`src/sv/nbm_pkg.sv`:
```
// ----------------------------------------------------------------------------
// nbm_pkg
// Shared types and codes for the nibble bank mapper with its IRQ down-counter.
// ----------------------------------------------------------------------------
package nbm_pkg;

	localparam logic [1:0] CMD_WRITE  = 2'd0;
	localparam logic [1:0] CMD_TICK   = 2'd1;
	localparam logic [1:0] CMD_INIT   = 2'd2;
	localparam logic [1:0] CMD_UNUSED = 2'd3;

	localparam logic [1:0] KIND_NONE = 2'd0;
	localparam logic [1:0] KIND_PRG  = 2'd1;
	localparam logic [1:0] KIND_CHR  = 2'd2;

	localparam logic [1:0] MIRROR_SINGLE_LO = 2'd2;

	localparam logic [2:0] IRQ_AT_ZERO      = 3'd0;
	localparam logic [2:0] IRQ_TOP_NIBBLE   = 3'd1;
	localparam logic [2:0] IRQ_TOP_BYTE     = 3'd2;
	localparam logic [2:0] IRQ_TOP_BYTE_ALT = 3'd3;

	localparam logic [15:0] ADDR_IRQ_RELOAD = 16'hF000;
	localparam logic [15:0] ADDR_IRQ_MODE   = 16'hF001;
	localparam logic [15:0] ADDR_MIRROR     = 16'hF002;

	localparam logic [3:0] PAGE_PRG_A = 4'h8;
	localparam logic [3:0] PAGE_PRG_B = 4'h9;
	localparam logic [3:0] PAGE_CHR_D = 4'hD;
	localparam logic [3:0] PAGE_LATCH = 4'hE;

	localparam int NUM_BANK_REGS = 11;
	localparam int BANK_IDX_W    = 4;
	localparam logic [BANK_IDX_W-1:0] FIRST_CHR_REG = 4'd3;

	localparam logic [8:0] ROM_BANKS_RESET = 9'd32;

	typedef struct packed {
		logic [1:0]  command;
		logic [15:0] bus_addr;
		logic [7:0]  wr_data;
		logic [9:0]  cycles;
	} item_t;

	typedef struct packed {
		logic [1:0] map_kind;
		logic [2:0] map_slot;
		logic [7:0] map_bank;
		logic [1:0] mirror_mode;
		logic       irq_line;
		logic       last;
	} result_t;

	// first result word of an item plus what an init sequence needs later
	typedef struct packed {
		result_t    res;
		logic [7:0] bank_b2;
		logic [7:0] bank_b1;
	} core_out_t;

endpackage

```
`src/sv/nbm_core.sv`:
```
// ----------------------------------------------------------------------------
// nbm_core
// Register decode, bank/latch/IRQ state and the first result word of an item.
// ----------------------------------------------------------------------------
module nbm_core (
	input  logic           clk,
	input  logic           arst_n,
	input  logic           accept,
	input  nbm_pkg::item_t item,
	input  logic [8:0]     rom_banks_8k,
	output nbm_pkg::core_out_t core_out
);
	import nbm_pkg::*;

	logic [7:0]  bank_regs_q [NUM_BANK_REGS];
	logic [15:0] irq_reload_q;
	logic [15:0] irq_count_q;
	logic        irq_on_q;
	logic [2:0]  irq_sel_q;
	logic [1:0]  mirror_q;
	logic        irq_level_q;

	logic [3:0]  page;
	logic [11:0] low;
	logic        is_write;
	logic        bank_hit;
	logic        latch_hit;
	logic [1:0]  chr_pair;
	logic [BANK_IDX_W-1:0] reg_idx;
	logic [7:0]  bank_old;
	logic [7:0]  bank_new;
	logic [7:0]  b2;
	logic [7:0]  b1;

	logic [15:0] reload_d;
	logic [15:0] count_d;
	logic        on_d;
	logic [2:0]  sel_d;
	logic [1:0]  mirror_d;
	logic        level_d;

	logic [15:0] cyc16;
	logic [15:0] count_sub;
	logic        fire;

	assign page     = item.bus_addr[15:12];
	assign low      = item.bus_addr[11:0];
	assign is_write = (item.command == CMD_WRITE);
	assign bank_hit = is_write && (page >= PAGE_PRG_A) && (page <= PAGE_CHR_D)
		&& (low <= 12'd3) && !((page == PAGE_PRG_B) && low[1]);
	assign latch_hit = is_write && (page == PAGE_LATCH) && (low <= 12'd3);

	// A..D map to CHR pair 0..3
	assign chr_pair = page[1:0] - 2'd2;

	always_comb begin
		if (page == PAGE_PRG_A) begin
			reg_idx = {3'd0, low[1]};
		end else if (page == PAGE_PRG_B) begin
			reg_idx = 4'd2;
		end else begin
			reg_idx = FIRST_CHR_REG + {1'b0, chr_pair, low[1]};
		end
	end

	assign bank_old = (reg_idx < 4'(NUM_BANK_REGS)) ? bank_regs_q[reg_idx] : 8'd0;
	assign bank_new = low[0] ? {item.wr_data[3:0], bank_old[3:0]}
		: {bank_old[7:4], item.wr_data[3:0]};

	assign b2 = rom_banks_8k[7:0] - 8'd2;
	assign b1 = rom_banks_8k[7:0] - 8'd1;

	assign cyc16     = {6'd0, item.cycles};
	assign count_sub = irq_count_q - cyc16;

	always_comb begin
		case (irq_sel_q) inside
			IRQ_AT_ZERO:    fire = (cyc16 >= irq_count_q);
			IRQ_TOP_NIBBLE: fire = (count_sub[15:12] != irq_count_q[15:12]);
			[IRQ_TOP_BYTE:IRQ_TOP_BYTE_ALT]:
				fire = (count_sub[15:8] != irq_count_q[15:8]);
			default:        fire = (count_sub[15:4] != irq_count_q[15:4]);
		endcase
	end

	// next scalar state
	always_comb begin
		reload_d = irq_reload_q;
		count_d  = irq_count_q;
		on_d     = irq_on_q;
		sel_d    = irq_sel_q;
		mirror_d = mirror_q;
		level_d  = irq_level_q;
		case (item.command)
			CMD_WRITE: begin
				if (latch_hit) begin
					case (low[1:0])
						2'd0:    reload_d[3:0]   = item.wr_data[3:0];
						2'd1:    reload_d[7:4]   = item.wr_data[3:0];
						2'd2:    reload_d[11:8]  = item.wr_data[3:0];
						default: reload_d[15:12] = item.wr_data[3:0];
					endcase
				end else if (item.bus_addr == ADDR_IRQ_RELOAD) begin
					count_d = irq_reload_q;
				end else if (item.bus_addr == ADDR_IRQ_MODE) begin
					sel_d   = item.wr_data[3:1];
					on_d    = item.wr_data[0];
					level_d = 1'b0;
				end else if (item.bus_addr == ADDR_MIRROR) begin
					mirror_d = (item.wr_data[1:0] == 2'd3) ? MIRROR_SINGLE_LO
						: item.wr_data[1:0];
				end
			end
			CMD_TICK: begin
				if (irq_on_q && (irq_count_q != 16'd0)) begin
					if (fire) begin
						count_d = 16'd0;
						on_d    = 1'b0;
						level_d = 1'b1;
					end else begin
						count_d = count_sub;
					end
				end
			end
			CMD_INIT: begin
				reload_d = 16'hFFFF;
				count_d  = 16'hFFFF;
				on_d     = 1'b0;
				sel_d    = IRQ_AT_ZERO;
				level_d  = 1'b0;
			end
			default: ;
		endcase
	end

	always_ff @(posedge clk or negedge arst_n) begin
		if (!arst_n) begin
			for (int i = 0; i < NUM_BANK_REGS; i++) begin
				bank_regs_q[i] <= 8'd0;
			end
			irq_reload_q <= 16'hFFFF;
			irq_count_q  <= 16'hFFFF;
			irq_on_q     <= 1'b0;
			irq_sel_q    <= IRQ_AT_ZERO;
			mirror_q     <= 2'd0;
			irq_level_q  <= 1'b0;
		end else if (accept) begin
			irq_reload_q <= reload_d;
			irq_count_q  <= count_d;
			irq_on_q     <= on_d;
			irq_sel_q    <= sel_d;
			mirror_q     <= mirror_d;
			irq_level_q  <= level_d;
			if (item.command == CMD_INIT) begin
				for (int i = 0; i < NUM_BANK_REGS; i++) begin
					bank_regs_q[i] <= 8'd0;
				end
				bank_regs_q[2] <= b2;
				bank_regs_q[3] <= b1;
			end else if (bank_hit) begin
				bank_regs_q[reg_idx] <= bank_new;
			end
		end
	end

	always_comb begin
		core_out.res.map_kind    = KIND_NONE;
		core_out.res.map_slot    = 3'd0;
		core_out.res.map_bank    = 8'd0;
		core_out.res.mirror_mode = mirror_d;
		core_out.res.irq_line    = level_d;
		core_out.res.last        = 1'b1;
		core_out.bank_b2         = b2;
		core_out.bank_b1         = b1;
		if (item.command == CMD_INIT) begin
			core_out.res.map_kind = KIND_PRG;
			core_out.res.map_slot = 3'd4;
			core_out.res.last     = 1'b0;
		end else if (bank_hit) begin
			core_out.res.map_bank = bank_new;
			if (reg_idx < FIRST_CHR_REG) begin
				core_out.res.map_kind = KIND_PRG;
				core_out.res.map_slot = 3'd4 + reg_idx[2:0];
			end else begin
				core_out.res.map_kind = KIND_CHR;
				core_out.res.map_slot = 3'(reg_idx - FIRST_CHR_REG);
			end
		end
	end

endmodule

```
`src/sv/nibble_bank_mapper_with_irq_counter.sv`:
```
// ----------------------------------------------------------------------------
// nibble_bank_mapper_with_irq_counter
// Bank mapper with nibble-loaded bank registers and a 16-bit IRQ down-counter.
// ----------------------------------------------------------------------------
// The first result word of an accepted word is registered and shows in the cycle after it is accepted.
// Throughput: one word per cycle while result_stall is low; init produces four
// result words, so the result register holds the input off until the last is taken.
// Reset: arst_n clears banks, loads the IRQ latch and counter with all ones,
// and sets the program ROM bank count to 32.
module nibble_bank_mapper_with_irq_counter (
	input  logic             clk,
	input  logic             arst_n,
	input  logic             item_valid,
	output logic             item_stall,
	input  nbm_pkg::item_t   item,
	output logic             result_valid,
	input  logic             result_stall,
	output nbm_pkg::result_t result,
	input  logic             cfg_valid,
	output logic             cfg_ready,
	input  logic [8:0]       cfg_data
);
	import nbm_pkg::*;

	logic [8:0] rom_banks_q;
	core_out_t  core_out;
	logic       accept;
	logic       emit_done;

	result_t    res_q;
	logic       valid_q;
	logic [1:0] seq_idx_q;
	logic [7:0] b2_q;
	logic [7:0] b1_q;
	logic [1:0] seq_next;

	assign cfg_ready = 1'b1;

	always_ff @(posedge clk or negedge arst_n) begin
		if (!arst_n) begin
			rom_banks_q <= ROM_BANKS_RESET;
		end else if (cfg_valid && cfg_ready) begin
			rom_banks_q <= cfg_data;
		end
	end

	// hold input while the result register is blocked or mid init sequence
	assign item_stall = valid_q && (result_stall || !res_q.last);
	assign accept     = item_valid && !item_stall;
	assign emit_done  = valid_q && !result_stall;
	assign seq_next   = seq_idx_q + 2'd1;

	nbm_core u_core (
		.clk          (clk),
		.arst_n       (arst_n),
		.accept       (accept),
		.item         (item),
		.rom_banks_8k (rom_banks_q),
		.core_out     (core_out)
	);

	always_ff @(posedge clk or negedge arst_n) begin
		if (!arst_n) begin
			valid_q   <= 1'b0;
			seq_idx_q <= 2'd0;
		end else if (accept) begin
			valid_q   <= 1'b1;
			seq_idx_q <= 2'd0;
		end else if (emit_done) begin
			if (res_q.last) begin
				valid_q <= 1'b0;
			end else begin
				seq_idx_q <= seq_next;
			end
		end
	end

	always_ff @(posedge clk) begin
		if (accept) begin
			res_q <= core_out.res;
			b2_q  <= core_out.bank_b2;
			b1_q  <= core_out.bank_b1;
		end else if (emit_done && !res_q.last) begin
			// advance to the next PRG slot of the init sequence
			res_q.map_slot <= 3'd4 + {1'b0, seq_next};
			res_q.last     <= (seq_next == 2'd3);
			case (seq_next)
				2'd1:    res_q.map_bank <= 8'd1;
				2'd2:    res_q.map_bank <= b2_q;
				default: res_q.map_bank <= b1_q;
			endcase
		end
	end

	assign result_valid = valid_q;
	assign result       = res_q;

endmodule
```
`config.mk`:
```
export PLATFORM = sky130hd
export DESIGN_NAME = nibble_bank_mapper_with_irq_counter
export DESIGN_NICKNAME = d
export VERILOG_FILES = /design/src/sv/nbm_pkg.sv /design/src/sv/nbm_core.sv /design/src/sv/nibble_bank_mapper_with_irq_counter.sv
export SDC_FILE = /design/constraint.sdc
export NUM_CORES = 1
export LEC_CHECK = 0
export ABC_AREA = 1
export BUFFER_PORTS_ARGS = -buffer_cell sky130_fd_sc_hd__buf_4
export CORE_MARGIN = 5
export CORE_UTILIZATION = 45
export CTS_CLUSTER_SIZE = 20
export DETAILED_ROUTE_END_ITERATION = 16
export GPL_ROUTABILITY_DRIVEN = 0
export HOLD_SLACK_MARGIN = 0.08
export PLACE_DENSITY_LB_ADDON = 0.12
export SLEW_MARGIN = 20
export SYNTH_ARGS = -nofsm -noshare
export SYNTH_HDL_FRONTEND = slang
export SYNTH_SLANG_ARGS = --single-unit
```
`constraint.sdc`:
```
create_clock -name clk -period 2.2 [get_ports clk]
set_input_delay 0.11 -clock clk [delete_from_list [all_inputs] [get_ports clk]]
set_output_delay 0.11 -clock clk [all_outputs]
set_load 0.02 [all_outputs]
```
==> results of run 1 <==
-- repair_timing --
| action | CTS | global route |
|---|---|---|
| hold buffers | 30 | 0 |
| hold endpoints to repair | 72 | 0 |
| cloned | 0 | 1 |
| endpoints found under the setup margin | 19 | 22 |
| pin swaps | 0 | 6 |
| gates resized for setup | 8 | 17 |
| buffers inserted | 14 | 1 |
-- Yosys cell counts, types with 2 or more instances --
cell / instances
a22oi_1: 10
a22o_1: 59
ha_1: 25
nand2_1: 383
o22ai_1: 2
nor3_2: 9
or2_2: 5
inv_1: 138
inv_2: 6
buf_4: 9
clkbuf_1: 10
a31oi_1: 2
edfxtp_1: 33
buf_2: 9
dfstp_2: 33
nor4_1: 3
dfrtp_1: 105
inv_4: 2
nand3b_1: 2
nand3_1: 58
nor3_1: 9
o21a_1: 3
nor2_4: 3
o21ai_2: 4
xor2_1: 12
a21boi_1: 3
o21ai_0: 63
nand3_2: 7
nor2_2: 4
o211ai_1: 10
nand2_2: 4
o21ai_1: 27
clkinv_1: 2
nor2_1: 94
nor2_8: 2
nand4_1: 14
o31ai_1: 2
a21oi_1: 48
buf_6: 11
-- worst min path at each step --
stage	endpoint	slack (ps)	cells after the start
finish	u_core.irq_count_q[0]	150	7
global route	u_core.irq_count_q[0]	200	7
CTS	u_core.irq_count_q[0]	150	7
detailed placement	u_core.irq_level_q	160	1
global placement	u_core.irq_on_q	150	1
floorplan	result_valid	-190	0
-- state kept, by name (all words and copies together), names as in the netlist, 2 cells and up --
register             count
u_core.mirror_q          2
u_core.bank_regs_q      88
u_core.irq_sel_q         3
seq_idx_q                2
b1_q                     8
result                  17
u_core.irq_count_q      16
rom_banks_q              8
b2_q                     8
u_core.irq_reload_q     16
-- logic make-up after synthesis --
| family | synth area share |
|---|---|
| simple gates | 0.264 |
| xor+xnor | 0.0128 |
| flops | 0.452 |
| compound gates | 0.153 |
| fa+ha+maj | 0.0335 |
| other cells | 0.000378 |
| buf+inv | 0.0840 |
| mux | 0.00113 |
-- metal layers --
layer  up-vias  GRT usage  part of all wire
met5         -          0                 0
met4         0     0.0565             0.018
met3        41     0.0405             0.064
met2       287      0.392              0.47
met1      4403      0.355              0.45
li1       4524          -                 -
-- through the flow --
| step | utilization | hold slack, ps | worst slack, ps |
|---|---|---|---|
| 2_1_floorplan | - | -186 | -204 |
| 3_3_place_gp | 0.544 | 151 | -328 |
| 3_5_place_dp | 0.544 | 156 | -373 |
| 4_1_cts | 0.591 | 152 | -386 |
| 5_1_grt | 0.595 | 200 | -676 |
| 6_report | 0.595 | 150 | -511 |
-- worst min-delay path, stage by stage --
cell	delay (ps)
buf_4	110
ha_4	140
nor2_1	40
nand2_1	50
nand2_1	40
nand2_1	50
o21ai_1	50
-- power by group --
group	switching (W)	internal, W
clock network	0.00146	0.00162
logic	0.00322	0.00254
registers	0.000316	0.00413
-- layout by cell type, fill, tap and decap left out, types with 4 or more instances in the layout --
master,count
a21oi_1,45
a21oi_2,4
a22o_1,59
a22oi_1,10
buf_12,17
buf_4,194
clkbuf_16,18
dfrtp_1,105
dfstp_2,33
dlygate4sd3_1,30
edfxtp_1,33
ha_1,24
inv_1,134
inv_2,9
inv_6,6
nand2_1,372
nand2_2,11
nand2_4,5
nand3_1,54
nand3_2,9
nand4_1,14
nor2_1,92
nor2_2,6
nor3_1,9
nor3_4,9
o211ai_1,10
o21ai_0,58
o21ai_1,28
o21ai_2,7
or2_2,5
xor2_1,12
-- layout make-up --
cell class	count	area (um2)
Fill cell	1948	8810
Multi-Input combinational cell	881	4800
Sequential cell	171	4490
Timing Repair Buffer	244	2140
Inverter	148	568
Clock buffer	17	425
Tap cell	280	350
Clock inverter	15	171
==> flow_metrics.py, run 1 <==
metrics = {
    "placement": {
        "io_buffers": 63,
        "hpwl_um": 21600,
        "dp.cells": 1678,
        "place_area_um2": 11800,
    },
    "sta": {
        "setup_ws_ps": -511,
        "hold_violations": 0,
        "setup_viol": 19,
        "max_freq_mhz": 369,
        "relSlewSlack": 0.453,
        "tightestPinTransition_ps": 820,
        "fin_crit_sh": 1.23,
        "skew_ps": 17.3,
        "grt_setup_unrepaired": "true",
        "period_minus_slack_ps": 2710,
        "slew_violations": 0,
        "finalSetupTns_ps": -8790,
    },
    "setup_path": {
        "endpoint_kind": "flip-flop",
        "crit_buf_inv": 3,
        "critPathLaunchType": "flip-flop",
        "r2r_slack_ps": -510,
        "critPathSlowestCell": "dfstp_2",
        "startpoint": "u_core.irq_count_q[0]",
        "endpoint": "u_core.irq_count_q[8]",
        "reg2reg_to": "u_core.irq_count_q[8]",
        "required_ps": 2580,
        "cp_common_cell": "nand2_1",
        "critPathTopFamily": "simple AND/OR/NAND/NOR gates",
        "worstPathCellList": "inv_2, ha_4, fa_2, inv_2, nand2_4, nand2_4, nand3_4, nand3_2, nand2_1, nand2_1, nand2_1, nor2_1, nand2_1, nand2_1, o21ai_2, nor2_4, clkbuf_16, nand3_2, nand2_1, nand2_1, nand2_1",
        "r2r_cells": 21,
        "cp_max_fo": 6,
        "worstSetupPathType": "flip-flop to flip-flop",
        "worstSetupPathDepth": 21,
        "rr_startpoint": "u_core.irq_count_q[0]",
        "max_stage_delay_ps": 530,
        "worstPathArrival_ps": 3090,
    },
    "synthesis": {
        "synthesis.nets": 1315,
        "synth_top_area_frac": 0.265,
        "ys_seq_area_frac": 0.452,
        "synth.area.top_cells": "dfrtp_1 (26%), nand2_1 (14%), edfxtp_1 (10%)",
        "ys.flop_type": "dfrtp_1",
        "synth-edff-count": 33,
        "yosys_warnings": 0,
        "yosysUniqueCellTypes": 53,
        "postSynthCellCount": 1239,
        "synth_seq_cells": 171,
        "synth.cell_area_um2": 9930,
        "postSynthAreaPerCell_um2": 8.02,
        "yosysTopAreaCell": "dfrtp_1",
        "async_flop_share": 0.807,
    },
    "final_layout": {
        "nNetsFinal": 1539,
        "area_growth_pct": 30.4,
        "num_antenna_cells": 0,
        "final_layout_size_suffix_gt1_frac": 0.247,
        "fin_cells": 1756,
        "final_cell_area_um2": 12900,
    },
    "pwr": {
        "p_leak_nw": 6.38,
        "p_per_area_nw_per_um2": 1030,
        "fin_total_pwr_w": 0.0133,
        "ir_worst_vdd_mv": 0.551,
    },
    "worst_hold_path": {
        "min_path_type": "input pin to flip-flop",
        "min_from": "item[0]",
    },
    "floorplan": {
        "fp.dieH_um": 159,
        "num_rows": 54,
        "dieArea_um2": 25100,
        "start_util": 0.457,
        "io_pins": 70,
        "die_w_um": 159,
        "core_region_area_um2": 21800,
    },
    "drt": {
        "routed-via-count": 9255,
        "via_per_inst": 5.27,
        "drtIter0Drc": 638,
        "first_pass_iters": 7,
        "drcViolationCount": 0,
        "ant_nets": 0,
        "avgRoutedWirePerCell_um": 17.3,
        "wl_um": 30400,
    },
    "grt": {
        "grt_pass1_wl_um": 48100,
        "antenna_found_initial": 0,
        "grt_max_degree": 60,
        "gr-total-overflow": 0,
        "track_usage": 0.246,
        "grt_pass1_vias": 8983,
    },
    "outcome": {
        "violations": "setup timing",
        "status": "finished, violations left",
    },
    "clocking": {
        "clkLatencyLatePin_ps": 440,
        "clockRootBuffer": "clkbuf_16",
        "cts_tree": "done",
        "clk_path_buf_depth": 2,
        "htree_num_levels": 4,
        "cts_buffers": 17,
        "clkTransAtPathRegs_ps": 80,
        "clkSinkCount": 171,
    },
    "flow_run": {
        "timing.max_cap.violations": 0,
    },
}
(Power assumes the default switching activity.)
==> inputs of run 2 (changes only) <==
SLEW_MARGIN = unset   (was 20)
clock period = 2.95 ns   (was 2.2 ns; I/O delays follow)
==> run 2 against run 1 <==
Against the previous run:
- the run now ends clean
- count of clock-buffer cells in the layout increased by 2
- worst hold slack improved by 64 ps
- clock skew decreased by 4.6 ps
- critical path depth decreased by 6
- clock power decreased by 25%
- maximum frequency decreased by 3.2%
- global-route usage decreased by 1.8 points
- sequential cell count unchanged
- cell count decreased by 6.8%
- highest routed layer unchanged
==> flow_metrics.py, run 2 (same netlist as run 1, synthesis figures left out) <==
metrics = {
    "outcome": {
        "status": "complete, no violations",
    },
    "drt": {
        "drcViolationCount": 0,
        "ant_nets": 0,
        "avgRoutedWirePerCell_um": 17.0,
        "routed-via-count": 8691,
        "first_pass_iters": 7,
        "wl_um": 27700,
        "via_per_inst": 5.31,
        "drtIter0Drc": 550,
    },
    "final_layout": {
        "fillers": 2062,
        "fin_cells": 1636,
        "final_util": 0.540,
        "final_common_cell": "nand2_1",
        "area_growth_pct": 18.3,
        "largest_register_ffs": 88,
        "nNetsFinal": 1418,
        "regMostFlops": "u_core.bank_regs_q",
        "final_cell_mix": "nand2_1 (378), inv_1 (137), dfrtp_1 (105), nor2_1 (94), buf_4 (86)",
        "final_layout_size_suffix_gt1_frac": 0.166,
    },
    "clocking": {
        "clkLatencyLatePin_ps": 430,
        "htree_num_levels": 4,
        "cts_tree": "done",
        "clockRootBuffer": "clkbuf_16",
        "clk_path_buf_depth": 2,
        "clkSinkCount": 171,
        "clkTransAtPathRegs_ps": 70,
        "cts_buffers": 17,
    },
    "setup_path": {
        "endpoint_kind": "flip-flop",
        "cp_max_fo": 3,
        "r2r_cells": 15,
        "worstPathArrival_ps": 2980,
        "required_ps": 3130,
        "worstSetupPathType": "flip-flop to flip-flop",
        "critPathLaunchType": "flip-flop",
    },
    "sta": {
        "slew_violations": 0,
        "max_freq_mhz": 357,
        "setup_viol": 0,
        "fin_crit_sh": 0.949,
        "relSlewSlack": 0.186,
        "hold_violations": 0,
        "tightestPinTransition_ps": 1210,
        "skew_ps": 12.7,
        "period_minus_slack_ps": 2800,
    },
    "worst_hold_path": {
        "hold_path_depth": 7,
        "min_path_type": "input pin to flip-flop",
    },
    "pwr": {
        "p_per_area_nw_per_um2": 767,
        "ir_worst_vdd_mv": 0.341,
        "p_leak_nw": 5.65,
        "fin_total_pwr_w": 0.00901,
    },
    "placement": {
        "hpwl_um": 20000,
        "dp.cells": 1570,
        "io_buffers": 63,
    },
    "floorplan": {
        "num_rows": 54,
        "start_util": 0.457,
        "die_w_um": 159,
        "fp.dieH_um": 159,
        "dieArea_um2": 25100,
        "core_region_area_um2": 21800,
        "io_pins": 70,
    },
    "grt": {
        "gr-total-overflow": 0,
        "grt_pass1_wl_um": 44900,
        "antenna_found_initial": 0,
        "track_usage": 0.228,
        "grt_max_degree": 70,
        "grt_pass1_vias": 8551,
    },
    "flow_run": {
        "timing.max_cap.violations": 0,
    },
}
run 2: power by group:
group / switching [W] / internal (W) / total (W)
Combinational: 0.00205 / 0.00127 / 0.00333
Clock: 0.00100 / 0.00132 / 0.00232
Sequential: 0.000274 / 0.00308 / 0.00336
run 2: layout make-up:
cell class,count,area [um2],area share
inverter,148,561,0.0477
clock buffer,19,454,0.0387
timing repair buffer,123,1070,0.0914
multi-input combinational,881,4660,0.397
sequential,171,4490,0.382
tap,280,350,0.0298
clock inverter,13,156,0.0133
antenna,1,2.50,0.000213
run 2: metrics by stage:
stage          cell area, um2  setup TNS [ps]  setup WS [ps]  hold WS [ps]
3_3_place_gp            10700               0            147           237
5_1_grt                 11700            -227          -46.1           273
6_report                11700               0            151           214
4_1_cts                 11600               0           87.7           185
2_1_floorplan            9930               0            451          -148
3_5_place_dp            10700               0            127           234
run 2: final timing paths:
| path | endpoint | startpoint | slack [ps] |
|---|---|---|---|
| worst max register to register | result[1] | u_core.irq_count_q[0] | 150 |
| max in group asynchronous | rom_banks_q[5] | arst_n | 1870 |
| worst min-delay path | u_core.irq_count_q[0] | item[0] | 210 |
| worst max-delay path | result[1] | u_core.irq_count_q[0] | 150 |
| min in group asynchronous | u_core.bank_regs_q[4] | arst_n | 330 |
| worst min register to register | u_core.bank_regs_q[30] | u_core.bank_regs_q[30] | 480 |
run 2: worst max-delay path, stage by stage, from the launching register on:
cell	delay, ps
dfstp_2	520
inv_1	60
ha_2	180
fa_2	330
inv_2	60
nand2_1	80
nand2_2	120
and2_4	160
xnor3_1	200
nor2_1	110
nand2_1	120
nand2_1	120
o21ai_2	80
nor2_4	200
buf_6	140
o21ai_2	60
run 2: metal layers:
| layer | vias to the layer above | wire length, um | global-route usage | part of all wire |
|---|---|---|---|---|
| li1 | 4279 | - | - | - |
| met1 | 4166 | 12500 | 0.313 | 0.45 |
| met2 | 217 | 13400 | 0.377 | 0.48 |
| met3 | 29 | 1420 | 0.0405 | 0.051 |
| met4 | 0 | 419 | 0.0589 | 0.015 |
| met5 | - | 0 | 0 | 0 |
run 2: what timing repair did:
action,4_1_cts,5_1_grt
gates resized for setup,0,17
hold buffers,30,0
endpoints found under the setup margin,0,19
buffers inserted,0,2
endpoints found under the hold margin,60,0
